## src/hw/rtl/crc32w_pkg.sv

```systemverilog
// ----------------------------------------------------------------------------
// crc32w_pkg
// Shared types and constants for the word-wise CRC-32 engine.
// ----------------------------------------------------------------------------
package crc32w_pkg;

   localparam int unsigned WORD_W  = 32;
   localparam int unsigned COUNT_W = 3;

   localparam logic [WORD_W-1:0] CRC_POLY    = 32'h04C1_1DB7;
   localparam logic [WORD_W-1:0] CRC_SEED    = 32'hFFFF_FFFF;
   localparam logic [WORD_W-1:0] CRC_TOP_BIT = 32'h8000_0000;

   // byte counts with a meaning of their own
   localparam logic [COUNT_W-1:0] COUNT_NONE  = 3'd0;
   localparam logic [COUNT_W-1:0] COUNT_ONE   = 3'd1;
   localparam logic [COUNT_W-1:0] COUNT_TWO   = 3'd2;
   localparam logic [COUNT_W-1:0] COUNT_THREE = 3'd3;

   typedef struct packed {
      logic [WORD_W-1:0]  data_word;
      logic [COUNT_W-1:0] valid_bytes;
      logic               start_message;
   } req_payload_type;

   // input stage to CRC core
   typedef struct packed {
      logic            vld;
      logic            fire;
      req_payload_type payload;
   } stage_ctl_type;

   typedef logic [WORD_W-1:0] crc_cols_type [WORD_W];

   // 32 bit-steps of the MSB-first shift register, elaboration use only
   function automatic logic [WORD_W-1:0] adv_word(logic [WORD_W-1:0] r);
      logic [WORD_W-1:0] acc;
      acc = r;
      for (int k = 0; k < WORD_W; k++) begin
         if ((acc & CRC_TOP_BIT) != '0) begin
            acc = (acc << 1) ^ CRC_POLY;
         end else begin
            acc = acc << 1;
         end
      end
      return acc;
   endfunction

   // the advance is linear: column i is the image of bit i alone
   function automatic crc_cols_type adv_cols();
      crc_cols_type cols;
      for (int i = 0; i < WORD_W; i++) begin
         cols[i] = adv_word(WORD_W'(1) << i);
      end
      return cols;
   endfunction

   localparam crc_cols_type ADV_COLS = adv_cols();

endpackage

```

## src/hw/rtl/crc32w_req_if.sv

```systemverilog
// ----------------------------------------------------------------------------
// crc32w_req_if
// Request channel: one message word with its byte count and start flag.
// ----------------------------------------------------------------------------
interface crc32w_req_if;
   logic        valid;
   logic        ready;
   logic [31:0] data_word;
   logic [2:0]  valid_bytes;
   logic        start_message;

   modport source (output valid, output data_word, output valid_bytes,
                   output start_message, input ready);
   modport sink   (input valid, input data_word, input valid_bytes,
                   input start_message, output ready);
endinterface

```

## src/hw/rtl/crc32w_rsp_if.sv

```systemverilog
// ----------------------------------------------------------------------------
// crc32w_rsp_if
// Response channel: running CRC after each word.
// ----------------------------------------------------------------------------
interface crc32w_rsp_if;
   logic        valid;
   logic        ready;
   logic [31:0] crc_value;

   modport source (output valid, output crc_value, input ready);
   modport sink   (input valid, input crc_value, output ready);
endinterface

```

## src/hw/rtl/crc32_word_engine_top.sv

```systemverilog
// ----------------------------------------------------------------------------
// crc32_word_engine_top
// Word-wise CRC-32, polynomial 04C11DB7, MSB first, no reflection, no final
// XOR.
//
// Usage: send message words on req_port. data_word carries bytes little-
// endian (first byte in bits 7..0); valid_bytes gives the kept low bytes
// (0 absorbs nothing, 5..7 act as 4); start_message reloads the CRC with
// all ones before the word. Every request transfer yields exactly one
// response on rsp_port carrying the running CRC after that word.
// The word sits in the input register, then the CRC lands in the result
// register. Throughput: one word per cycle while rsp_port does not stall;
// the whole 32-step advance is one XOR network between the two registers.
// Reset clears both stage valids and loads the CRC register with all ones.
// When rsp_port stalls, the result register holds, the input register still
// takes one more word, and req_port.ready then drops until the result
// transfers.
// ----------------------------------------------------------------------------
module crc32_word_engine_top
   import crc32w_pkg::*;
(
   input  logic          clock,
   input  logic          reset,
   crc32w_req_if.sink    req_port,
   crc32w_rsp_if.source  rsp_port
);

   stage_ctl_type     ctl;
   logic              out_free;
   logic [WORD_W-1:0] crc_next;

   crc32w_in_stage u_in_stage (
      .clock    (clock),
      .reset    (reset),
      .req_port (req_port),
      .out_free (out_free),
      .ctl      (ctl)
   );

   crc32w_core u_core (
      .clock    (clock),
      .reset    (reset),
      .ctl      (ctl),
      .crc_next (crc_next)
   );

   crc32w_out_stage u_out_stage (
      .clock    (clock),
      .reset    (reset),
      .load     (ctl.fire),
      .crc_next (crc_next),
      .out_free (out_free),
      .rsp_port (rsp_port)
   );

   assert property (@(posedge clock) disable iff (reset)
      req_port.valid && req_port.ready && ctl.vld |-> ctl.fire)
      else $error("request transfer would overwrite a held item");

   assert property (@(posedge clock) disable iff (reset)
      ctl.fire |-> !rsp_port.valid || rsp_port.ready)
      else $error("result register loaded while a result is stalled");

   assert property (@(posedge clock)
      reset |=> !rsp_port.valid && !ctl.vld)
      else $error("stage valid set right after reset");

endmodule

```

## src/hw/rtl/crc32w_in_stage.sv

```systemverilog
// ----------------------------------------------------------------------------
// crc32w_in_stage
// Input register: captures one request transfer, frees when the core fires.
// ----------------------------------------------------------------------------
module crc32w_in_stage
   import crc32w_pkg::*;
(
   input  logic             clock,
   input  logic             reset,
   crc32w_req_if.sink       req_port,
   input  logic             out_free,
   output stage_ctl_type    ctl
);

   logic            vld_ff;
   logic            vld_in;
   req_payload_type item_ff;
   logic            fire;
   logic            take;

   assign fire = vld_ff && out_free;
   assign take = req_port.valid && req_port.ready;
   assign req_port.ready = !vld_ff || fire;

   always_comb begin
      vld_in = vld_ff;
      if (take) begin
         vld_in = 1'b1;
      end else if (fire) begin
         vld_in = 1'b0;
      end
   end

   always_ff @(posedge clock) begin
      if (reset) begin
         vld_ff <= 1'b0;
      end else begin
         vld_ff <= vld_in;
      end
   end

   always_ff @(posedge clock) begin
      if (take) begin
         item_ff.data_word     <= req_port.data_word;
         item_ff.valid_bytes   <= req_port.valid_bytes;
         item_ff.start_message <= req_port.start_message;
      end
   end

   assign ctl.vld     = vld_ff;
   assign ctl.fire    = fire;
   assign ctl.payload = item_ff;

endmodule

```

## src/hw/rtl/crc32w_core.sv

```systemverilog
// ----------------------------------------------------------------------------
// crc32w_core
// CRC register with the combinational 32-bit XOR advance network.
// ----------------------------------------------------------------------------
module crc32w_core
   import crc32w_pkg::*;
(
   input  logic              clock,
   input  logic              reset,
   input  stage_ctl_type     ctl,
   output logic [WORD_W-1:0] crc_next
);

   logic [WORD_W-1:0] crc_ff;
   logic [WORD_W-1:0] crc_in;
   logic [WORD_W-1:0] base;
   logic [WORD_W-1:0] mask;
   logic [WORD_W-1:0] mixed;
   logic [WORD_W-1:0] advanced;

   assign base = ctl.payload.start_message ? CRC_SEED : crc_ff;

   always_comb begin
      unique case (ctl.payload.valid_bytes)
         COUNT_NONE:  mask = '0;
         COUNT_ONE:   mask = 32'h0000_00FF;
         COUNT_TWO:   mask = 32'h0000_FFFF;
         COUNT_THREE: mask = 32'h00FF_FFFF;
         default:     mask = '1;
      endcase
   end

   assign mixed = base ^ (ctl.payload.data_word & mask);

   always_comb begin
      advanced = '0;
      for (int i = 0; i < WORD_W; i++) begin
         if (mixed[i]) begin
            advanced = advanced ^ ADV_COLS[i];
         end
      end
   end

   // empty word: reload only, no advance
   assign crc_next = (ctl.payload.valid_bytes == COUNT_NONE) ? base : advanced;
   assign crc_in   = ctl.fire ? crc_next : crc_ff;

   always_ff @(posedge clock) begin
      if (reset) begin
         crc_ff <= CRC_SEED;
      end else begin
         crc_ff <= crc_in;
      end
   end

   assert property (@(posedge clock) disable iff (reset)
      ctl.fire && ctl.payload.start_message
         && (ctl.payload.valid_bytes == COUNT_NONE) |=> crc_ff == CRC_SEED)
      else $error("start with empty word did not reload the CRC register");

   assert property (@(posedge clock) disable iff (reset)
      ctl.fire |-> ctl.vld)
      else $error("core fired without a held item");

endmodule

```

## src/hw/rtl/crc32w_out_stage.sv

```systemverilog
// ----------------------------------------------------------------------------
// crc32w_out_stage
// Result register: holds the running CRC until the response transfer.
// ----------------------------------------------------------------------------
module crc32w_out_stage
   import crc32w_pkg::*;
(
   input  logic              clock,
   input  logic              reset,
   input  logic              load,
   input  logic [WORD_W-1:0] crc_next,
   output logic              out_free,
   crc32w_rsp_if.source      rsp_port
);

   logic              vld_ff;
   logic              vld_in;
   logic [WORD_W-1:0] crc_value_ff;

   assign out_free = !vld_ff || rsp_port.ready;

   always_comb begin
      vld_in = vld_ff;
      if (load) begin
         vld_in = 1'b1;
      end else if (rsp_port.ready) begin
         vld_in = 1'b0;
      end
   end

   always_ff @(posedge clock) begin
      if (reset) begin
         vld_ff <= 1'b0;
      end else begin
         vld_ff <= vld_in;
      end
   end

   always_ff @(posedge clock) begin
      if (load) begin
         crc_value_ff <= crc_next;
      end
   end

   assign rsp_port.valid     = vld_ff;
   assign rsp_port.crc_value = crc_value_ff;

endmodule

```

## src/flat_wrapper.sv

```systemverilog
// flat-port wrapper written by rule: the top's interface ports become plain ports
module crc32_word_engine_top_flat import crc32w_pkg::*;
  (clock, reset, req_port_valid, req_port_data_word, req_port_valid_bytes, req_port_start_message, req_port_ready, rsp_port_valid, rsp_port_crc_value, rsp_port_ready);
  crc32w_req_if req_port_i ();
  crc32w_rsp_if rsp_port_i ();
  input  logic clock;
  input  logic reset;
  input wire logic [$bits(req_port_i.valid)-1:0] req_port_valid;
  input wire logic [$bits(req_port_i.data_word)-1:0] req_port_data_word;
  input wire logic [$bits(req_port_i.valid_bytes)-1:0] req_port_valid_bytes;
  input wire logic [$bits(req_port_i.start_message)-1:0] req_port_start_message;
  output wire logic [$bits(req_port_i.ready)-1:0] req_port_ready;
  output wire logic [$bits(rsp_port_i.valid)-1:0] rsp_port_valid;
  output wire logic [$bits(rsp_port_i.crc_value)-1:0] rsp_port_crc_value;
  input wire logic [$bits(rsp_port_i.ready)-1:0] rsp_port_ready;
  assign req_port_i.valid = req_port_valid;
  assign req_port_i.data_word = req_port_data_word;
  assign req_port_i.valid_bytes = req_port_valid_bytes;
  assign req_port_i.start_message = req_port_start_message;
  assign req_port_ready = req_port_i.ready;
  assign rsp_port_valid = rsp_port_i.valid;
  assign rsp_port_crc_value = rsp_port_i.crc_value;
  assign rsp_port_i.ready = rsp_port_ready;
  crc32_word_engine_top u_core (.clock(clock), .reset(reset), .req_port(req_port_i), .rsp_port(rsp_port_i));
endmodule
```

## config.mk

```make
export PLATFORM = sky130hd
export DESIGN_NAME = crc32_word_engine_top_flat
export DESIGN_NICKNAME = d
export VERILOG_FILES = /design/src/hw/rtl/crc32w_pkg.sv /design/src/hw/rtl/crc32w_req_if.sv /design/src/hw/rtl/crc32w_rsp_if.sv /design/src/hw/rtl/crc32_word_engine_top.sv /design/src/hw/rtl/crc32w_in_stage.sv /design/src/hw/rtl/crc32w_core.sv /design/src/hw/rtl/crc32w_out_stage.sv /design/src/flat_wrapper.sv
export SDC_FILE = /design/constraint.sdc
export NUM_CORES = 1
export LEC_CHECK = 0
export ABC_AREA = 1
export BUFFER_PORTS_ARGS = -buffer_cell sky130_fd_sc_hd__buf_2
export CAP_MARGIN = 20
export CORE_MARGIN = 2
export CORE_UTILIZATION = 35
export DETAILED_ROUTE_END_ITERATION = 12
export GPL_TIMING_DRIVEN = 0
export MAX_ROUTING_LAYER = met4
export PLACE_DENSITY = 0.48
export SETUP_SLACK_MARGIN = 0.02
export SLEW_MARGIN = 15
export SYNTH_ARGS = -nofsm -noshare
export SYNTH_HDL_FRONTEND = slang
export SYNTH_SLANG_ARGS = --single-unit
```

## constraint.sdc

```tcl
create_clock -name clock -period 3.9 [get_ports clock]
set_input_delay 0.78 -clock clock [delete_from_list [all_inputs] [get_ports clock]]
set_output_delay 0.78 -clock clock [all_outputs]
set_load 0.05 [all_outputs]
```

==> metrics.csv <==
metric;value;unit
status;complete, no violations;
reg2regPathDepth;16;
die_width;165;um
ys_seq_elements;102;
cts_tree;done;
combPwrFrac;0.565;
endpoint;u_core.u_out_stage.rsp_port.crc_value[9];
ys_seq_area_frac;0.301;
core.rowCount;58;
p_seq_frac;0.265;
p_int;2.68;mW
wl_per_cell;19.3;um
clk_pin_slew_worst_paths;0.08;ns
via_count;9036;
coreArea;25300;sq um
cts.sinks;102;
r2r_setup_slack;0.70;ns
port_buffers;72;
grt_pass1_vias;8285;
vdd.ir_drop.worst;0.222;mV
rr_endpoint;u_core.u_out_stage.rsp_port.crc_value[9];
cts_setup_buffers;0;
initial_core_util;0.358;
cts_resized;0;
drc;0;
grt_antenna_before_repair;2;
cp-end-kind;flop;
clock_power_share;0.170;
final_common_cell;nand2_1;
synthTopCellsByArea;nand2_1, edfxtp_1, nand3_1;
dp.cells;1793;
worstPathArrival;3.31;ns
critPathLaunch;u_core.u_in_stage.ctl[0];
cts_buffer_depth;2;
vias_per_cell;4.99;
cellPowerDensity;520;nW/um^2
final-setup-viol-count;0;
worstPathMaxFanout;10;
drt-total-wl;34900;um
power.share.switching;0.491;
fmaxAchievable;312;MHz
slew_headroom;0.276;
area_delta_synth_final;12.0;%
clockRootBuffer;clkbuf_16;
instances_no_fill;1811;
setup_tns;0;ns
hold_ws;0.467;ns
synth.distinct_cells;35;
numCtsBuffers;9;
syn-cell-area;9050;sq um
layout_min_cycle_time;3.20;ns
syn_area_per_cell;6.51;sq um
grt_max_degree;42;
finalMaxSlewViolations;0;
tightest_slew;1.09;ns
clock_insertion_delay_worst_skew;0.36;ns
place.gp.congestion;0.958;
hold_viol;0;
grt-ovfl-total;0;
switching_power;2.59;mW
cp-start-kind;flop;
drt_iter0_drc;710;
die-area;27200;sq um
cap_viol_max_count;0;
cts_hold_buf;0;
die-height;165;um
ios;74;
syn_nets;1430;
yosysTopAreaCell;nand2_1;
cp_data_required_time;4.01;ns
ys_warn_count;0;
track_usage;0.271;
min_path_type;reg2reg;
reg2reg_from;u_core.u_in_stage.ctl[0];
drt_pass1_iterations;8;
drtAntennaViolNets;0;
rsz0062_at_grt;no;
min_period_over_period;0.821;
grt_first_pass_wirelength;51100;um
synth_top_area_share;0.287;
synthCells;1390;
worstSetupPathType;reg2reg;
final_cell_mix;nand2_1, nand3_1, inv_1;
drive_gt1_frac;0.122;
p_leak;5.18;nW
dpl.hpwl;27400;um
nets;1514;
cts.htree.levels;3;
finClkSkew;0.0110;ns
-- cell usage after synthesis --
cell,n
inv_1,115
xor2_4,4
or2_1,9
inv_4,1
buf_2,5
dfxtp_1,34
buf_6,5
nor2_2,10
xnor2_1,52
xor2_2,8
edfxtp_1,68
nor2_4,6
buf_4,5
a21o_1,3
xnor2_2,8
inv_2,3
nor2_1,24
or2_4,1
nand2_2,27
a21oi_1,34
or2_2,4
and2_1,5
xor2_1,68
a31oi_1,1
nand3_1,159
nand2_4,3
nand2b_1,1
nand3b_1,6
o21ai_1,1
buf_8,1
buf_1,2
nand2_1,691
o21ai_0,7
clkbuf_1,10
nand4_1,9
-- per-stage QoR --
stage	total power [mW]	area [sq um]	utilization	setup slack, ns
floorplan	3.53	9050	-	1.42
global placement	4.34	9830	0.389	0.815
detailed placement	4.35	9850	0.390	0.798
CTS	5.27	10100	0.401	0.750
global route	5.68	10100	0.401	0.544
finish	5.27	10100	0.401	0.699
-- power by group through the flow --
| stage | Sequential [mW] | Combinational [mW] | Clock [mW] |
|---|---|---|---|
| finish | 1.39 | 2.98 | 0.898 |
| floorplan | 1.63 | 1.90 | 0 |
| global route | 1.41 | 3.31 | 0.965 |
| global placement | 1.42 | 2.93 | 0 |
| detailed placement | 1.42 | 2.93 | 0 |
| CTS | 1.40 | 2.95 | 0.926 |
-- worst max-delay path: stages (launching register included) --
cell and delay (ns):
edfxtp_1 0.45, buf_6 0.21, nor2_1 0.15, inv_1 0.08
nand3_1 0.08, nand2_1 0.36, inv_1 0.35, nand2_1 0.16
nand2_2 0.18, xor2_1 0.29, inv_1 0.10, nand2_1 0.07
nand2_1 0.12, nand3_1 0.09, nand2_1 0.09, nand2_1 0.09
nand2_1 0.08
-- kinds of logic (layout without fill, tap and decap cells) --
group                     Yosys count  count (layout)  share of synthesized area
AOI/OAI and AO/OA                  46              46                     0.0264
buffers and inverters             147             236                     0.0694
and+or+nand+nor                   955             955                      0.446
xor gates and xnor gates          140             140                      0.157
DFF                               102             102                      0.301
other                               0               2                          0
-- state kept, by name (all words and copies together) (netlist names) --
register and count:
u_core.u_in_stage.ctl 36, u_core.u_core.crc_ff 32, u_core.u_out_stage.rsp_port.crc_value 32, u_core.u_in_stage.vld_ff 1, u_core.u_out_stage.rsp_port.valid 1
-- worst min-delay path by stage --
stage	startpoint	endpoint	slack (ns)	cells after the start
finish	u_core.u_core.crc_ff[20]	u_core.u_core.crc_ff[20]	0.47	2
global route	u_core.u_core.crc_ff[4]	u_core.u_core.crc_ff[4]	0.50	2
CTS	u_core.u_core.crc_ff[4]	u_core.u_core.crc_ff[4]	0.47	2
detailed placement	u_core.u_core.crc_ff[20]	u_core.u_core.crc_ff[20]	0.45	2
global placement	u_core.u_core.crc_ff[20]	u_core.u_core.crc_ff[20]	0.45	2
floorplan	u_core.u_core.crc_ff[20]	u_core.u_core.crc_ff[20]	0.43	2
-- per-layer routing --
| layer | wire length, um | vias up | GRT usage |
|---|---|---|---|
| met1 | 16300 | 4186 | 0.361 |
| met4 | 1250 | 0 | 0.107 |
| met2 | 15100 | 273 | 0.405 |
| li1 | - | 4516 | - |
| met3 | 2250 | 61 | 0.0545 |
| met5 | 0 | - | - |
-- area by class of cell --
type                    instances  area (sq um)
diodes                          2          5.00
plain buffers                  28           179
clock buffers                   9           225
clock inverters                 7          62.6
fillers                      2742         15100
inverters                     119           449
multi-input cells            1141          5700
flip-flops and latches        102          2720
well taps                     330           413
repair buffers                 73           380
Power figures use the tool's default switching activity.
